[config.mk]
export PLATFORM = sky130hd
export DESIGN_NAME = adsr_cfg
export DESIGN_NICKNAME = d
export VERILOG_FILES = /design/src/rtl/core/adsr_pkg.sv /design/src/rtl/core/adsr_cfg.sv
export SDC_FILE = /design/constraint.sdc
export NUM_CORES = 1
export LEC_CHECK = 0
export BUFFER_PORTS_ARGS = -buffer_cell sky130_fd_sc_hd__buf_2
export CORE_UTILIZATION = 25
export DETAILED_ROUTE_END_ITERATION = 8
export GPL_TIMING_DRIVEN = 0
export SYNTH_ARGS = -nofsm -noshare
export SYNTH_HDL_FRONTEND = slang
export SYNTH_SLANG_ARGS = --single-unit
[constraint.sdc]
create_clock -name i_clk -period 2.25 [get_ports i_clk]
set_clock_uncertainty 0.2 [all_clocks]
set_input_delay 0.225 -clock i_clk [delete_from_list [all_inputs] [get_ports i_clk]]
set_output_delay 0.225 -clock i_clk [all_outputs]
set_load 0.05 [all_outputs]
[src/rtl/core/adsr_pkg.sv]
package adsr_pkg;

    localparam int FRAC_BITS  = 23;
    localparam int LEVEL_W    = FRAC_BITS + 1;
    localparam int SAMPLE_W   = 24;
    localparam int CURVE_W    = 16;
    localparam int ACT_W      = 2;
    localparam int STAGE_W    = 3;
    localparam int CFG_ADDR_W = 3;
    localparam int MUL_W      = 32;
    localparam int PROD_W     = 2 * MUL_W;

    localparam logic [LEVEL_W-1:0] ONE_LVL = LEVEL_W'(1) << FRAC_BITS;

    // action codes
    localparam logic [ACT_W-1:0] ACT_TICK = 2'd0;
    localparam logic [ACT_W-1:0] ACT_ON   = 2'd1;
    localparam logic [ACT_W-1:0] ACT_OFF  = 2'd2;
    localparam logic [ACT_W-1:0] ACT_RST  = 2'd3;

    // envelope stages
    localparam logic [STAGE_W-1:0] STG_IDLE = 3'd0;
    localparam logic [STAGE_W-1:0] STG_ATK  = 3'd1;
    localparam logic [STAGE_W-1:0] STG_DEC  = 3'd2;
    localparam logic [STAGE_W-1:0] STG_SUS  = 3'd3;
    localparam logic [STAGE_W-1:0] STG_REL  = 3'd4;

    // register indexes
    localparam logic [CFG_ADDR_W-1:0] REG_ATTACK  = 3'd0;
    localparam logic [CFG_ADDR_W-1:0] REG_DECAY   = 3'd1;
    localparam logic [CFG_ADDR_W-1:0] REG_RELEASE = 3'd2;
    localparam logic [CFG_ADDR_W-1:0] REG_SUSTAIN = 3'd3;
    localparam logic [CFG_ADDR_W-1:0] REG_CURVE   = 3'd4;

    typedef struct packed {
        logic [LEVEL_W-1:0]        attack_step;
        logic [LEVEL_W-1:0]        decay_step;
        logic [LEVEL_W-1:0]        rel_step;
        logic [LEVEL_W-1:0]        sustain_level;
        logic signed [CURVE_W-1:0] curve_amount;
    } t_cfg;

    typedef struct packed {
        logic [ACT_W-1:0]           action;
        logic signed [SAMPLE_W-1:0] sample;
        logic                       last;
    } t_req;

    typedef struct packed {
        logic [SAMPLE_W-1:0] sample;
        logic [LEVEL_W-1:0]  env;
        logic [STAGE_W-1:0]  stage;
        logic                last;
    } t_res;

    // 2^-(2^-(i+1)) in q1.30
    function automatic logic [29:0] exp_tab(input logic [3:0] i);
        logic [29:0] v;
        case (i)
            4'd0:  v = 30'd759250125;
            4'd1:  v = 30'd902905651;
            4'd2:  v = 30'd984625594;
            4'd3:  v = 30'd1028218693;
            4'd4:  v = 30'd1050733751;
            4'd5:  v = 30'd1062175491;
            4'd6:  v = 30'd1067942999;
            4'd7:  v = 30'd1070838486;
            4'd8:  v = 30'd1072289173;
            4'd9:  v = 30'd1073015252;
            4'd10: v = 30'd1073378477;
            4'd11: v = 30'd1073560135;
            4'd12: v = 30'd1073650976;
            4'd13: v = 30'd1073696399;
            4'd14: v = 30'd1073719111;
            default: v = 30'd1073730468;
        endcase
        return v;
    endfunction

endpackage

[src/rtl/core/adsr_cfg.sv]
module adsr_cfg (
    input  logic                              i_clk,
    input  logic                              i_rst_n,
    input  logic                              i_we,
    input  logic [adsr_pkg::CFG_ADDR_W-1:0]   i_addr,
    input  logic [adsr_pkg::LEVEL_W-1:0]      i_wdata,
    output adsr_pkg::t_cfg                    o_cfg
);
    import adsr_pkg::*;

    t_cfg r_cfg;

    always_ff @(posedge i_clk) begin
        if (!i_rst_n) begin
            r_cfg.attack_step   <= ONE_LVL;
            r_cfg.decay_step    <= ONE_LVL;
            r_cfg.rel_step      <= ONE_LVL;
            r_cfg.sustain_level <= ONE_LVL;
            r_cfg.curve_amount  <= '0;
        end else if (i_we) begin
            unique case (i_addr)
                REG_ATTACK:  r_cfg.attack_step   <= i_wdata;
                REG_DECAY:   r_cfg.decay_step    <= i_wdata;
                REG_RELEASE: r_cfg.rel_step      <= i_wdata;
                REG_SUSTAIN: r_cfg.sustain_level <= i_wdata;
                REG_CURVE:   r_cfg.curve_amount  <= i_wdata[CURVE_W-1:0];
                default: ;
            endcase
        end
    end

    assign o_cfg = r_cfg;

endmodule

==> results.cfg <==
[power_and_ir_drop]
power_frac_seq_pct = 47.5
ir_drop_mv = 0.347
clockPowerShare_pct = 42.5
power_density_nw_per_um2 = 784
power_frac_comb_pct = 10.0
p_sw_mw = 1.06
internal_power_mw = 3.26
power_leakage_nw = 2.78
switching_share_pct = 24.5

[setup_path]
cp.arrival_ns = 0.98
reg2reg_from = o_cfg[47]$_SDFFE_PN0P_
critical_path_buf_inv_count = 1
rr_endpoint = o_cfg[47]$_SDFFE_PN0P_
cp.required_ns = 1.82
cp_slowest_cell = dfxtp_1
cp-start-kind = flip-flop
crit_path_end = o_cfg[111]
startpoint = o_cfg[111]$_SDFFE_PN1P_
endpoint_kind = output port
cp_cell_sequence = buf_2
critical-path-top-delay-family = flip-flops
r2r_slack_ns = 1.40
r2r_cells = 2
max_stage_delay_ns = 0.36
criticalPathCategory = reg2out
critical_path_depth = 1
crit_fanout = 2

[global_routing]
use_met1_pct = 18.1
met2_usage_pct = 24.5
grt.total_usage_pct = 14.7
grt-ovfl-total = 0
grt_pass1_vias = 3388
grt_pass1_wl_um = 19200
antenna_found_initial = 0
grt.busiest_layer = met2
grt_max_degree = 17
grtUsageMet3_pct = 4.24

[logic_synthesis]
synth_edf_count = 0
syn_nets = 424
ys.warnings.count = 0
synth.avg_cell_area_um2 = 10.6
synthFlopType = dfxtp_1
yosys.area.top_type = dfxtp_1
yosys.cell_types.count = 13
syn_area_um2 = 4190
async_flop_share_pct = 0
yosysTopAreaCellShare_pct = 53.5
yosys_register_bits = 112
netlist_instances = 394
synthTopCellsByArea = dfxtp_1 54%, mux2i_1 27%, nand2_1 12%
synth_seq_area_share_pct = 53.5

[outcome]
status = complete, no violations

[route]
dr.first_iter.drc_count = 87
drt-wirelength-per-cell_um = 16.2
vias_per_cell = 4.31
first_pass_iters = 4
drc_errors = 0
vias = 3305
wirelength_um = 12400
ant_nets = 0

[min_path]
hp-class = in2reg
holdPathStages = 3

[cells_and_area]
largest_register_ffs = 112
n_antenna_cell = 0
fill_cells = 1697
layout-drive-gt1-share_pct = 31.8
fin_nets = 576
fin_util_pct = 34.2
post_layout_nonfiller_instances = 766
area_delta_synth_final_pct = 31.5

[floorplanning]
dieArea_um2 = 17300
core_region_area_um2 = 16100
fp.dieH_um = 131
die_x_um = 131
rows = 46
ios = 142
start_util_pct = 26.0

[clock_network]
cts.repair.resized = 0
h-tree-depth = 3
clock_latency_ns = 0.35
numClockSinks = 112
root_buffer = clkbuf_16
cts_max_path_buffers = 2
cts_buffers = 9
cts_tree = yes
path_clk_slew_ns = 0.07

[timing]
fin_tns_setup_ns = 0
slew_headroom_pct = 54.8
grt_setup_unrepaired = false
tightest_slew_ns = 0.678
finalCritPeriodShare_pct = 62.6
fin_ws_ns = 0.841
fmaxAchievable_mhz = 709
hold_viol = 0
fin_crit_ns = 1.41
slew_viol_final = 0
setup_viol = 0

[placed_design]
dp_hpwl_um = 9080
dp_cells = 750
post-place-ws_ns = 0.613
port_buffers = 140
place_congestion = 0.728

[flow_run]
max_cap_viol_count = 0
==> worst min path at each step <==
stage / startpoint / to / slack [ns]
after floorplan: i_wdata[23] / o_cfg[39]$_SDFFE_PN1P_ / 0.21
after global placement: o_cfg[12]$_SDFFE_PN0P_ / o_cfg[12]$_SDFFE_PN0P_ / 0.24
after detailed placement: o_cfg[68]$_SDFFE_PN0P_ / o_cfg[68]$_SDFFE_PN0P_ / 0.25
after CTS: i_wdata[22] / o_cfg[38]$_SDFFE_PN0P_ / 0.007
after global routing: i_wdata[22] / o_cfg[38]$_SDFFE_PN0P_ / 0.02
final: i_wdata[22] / o_cfg[38]$_SDFFE_PN0P_ / 0.02
==> synth_stat cells, types with 2 or more instances <==
master,count
buf_12,4
buf_2,7
nor2b_1,5
buf_6,6
buf_4,4
dfxtp_1,112
mux2i_1,112
nand2_1,131
nand4bb_1,2
clkbuf_1,8
==> layout make-up <==
type,instances,area (µm²),share of cell area [%]
clock buffers,12,246,4.48
clock inverters,3,90.1,1.64
plain buffers,29,243,4.41
multi-input cells,253,1700,30.9
flip-flops and latches,112,2240,40.7
repair buffers,141,711,12.9
well taps,216,270,4.91
==> layer usage <==
| metal | up-vias | wire length (µm) |
|---|---|---|
| met5 | - | 0 |
| met4 | 0 | 90 |
| met3 | 8 | 609 |
| met2 | 96 | 5960 |
| met1 | 1601 | 5780 |
| li1 | 1600 | - |
==> power groups by stage <==
stage | Sequential (mW) | Clock [mW] | Combinational, mW
floorplan | 2.24 | 0 | 0.148
global placement | 2.09 | 0 | 0.431
detailed placement | 2.09 | 0 | 0.438
CTS | 2.05 | 1.90 | 0.440
global route | 2.05 | 1.97 | 0.461
finish | 2.05 | 1.83 | 0.433
==> repair_timing <==
item / in CTS / in global routing
hold buffers: 1 / 0
setup endpoints to repair: 0 / 0
buffers inserted: 0 / 0
hold endpoints to repair: 3 / 0
==> logic make-up (layout without fill, tap and decap cells) <==
family / Yosys count / after routing / synth area share [%]
and+or+nand+nor: 141 / 141 / 13.9
buffers and inverters: 29 / 185 / 5.80
DFF: 112 / 112 / 53.5
muxes: 112 / 112 / 26.8
==> metrics by stage <==
step / cell area, µm² / hold slack [ns] / power (mW)
final: 5510 / 0.0199 / 4.31
after global routing: 5510 / 0.0159 / 4.49
after CTS: 5510 / 0.00702 / 4.38
after detailed placement: 5160 / 0.246 / 2.53
after global placement: 5160 / 0.241 / 2.52
after floorplan: 4190 / 0.215 / 2.39
==> placed cells by master (no fill, tap or decap), drive strengths merged <==
master	count
nor2b	5
and4bb	1
nand4bb	2
dfxtp	112
mux2i	112
buf	161
clkbuf	20
dlygate4sd3	1
nand4b	1
nor4b	1
bufinv	3
nand2	131
Note: power is estimated with default switching activity, not from simulation.
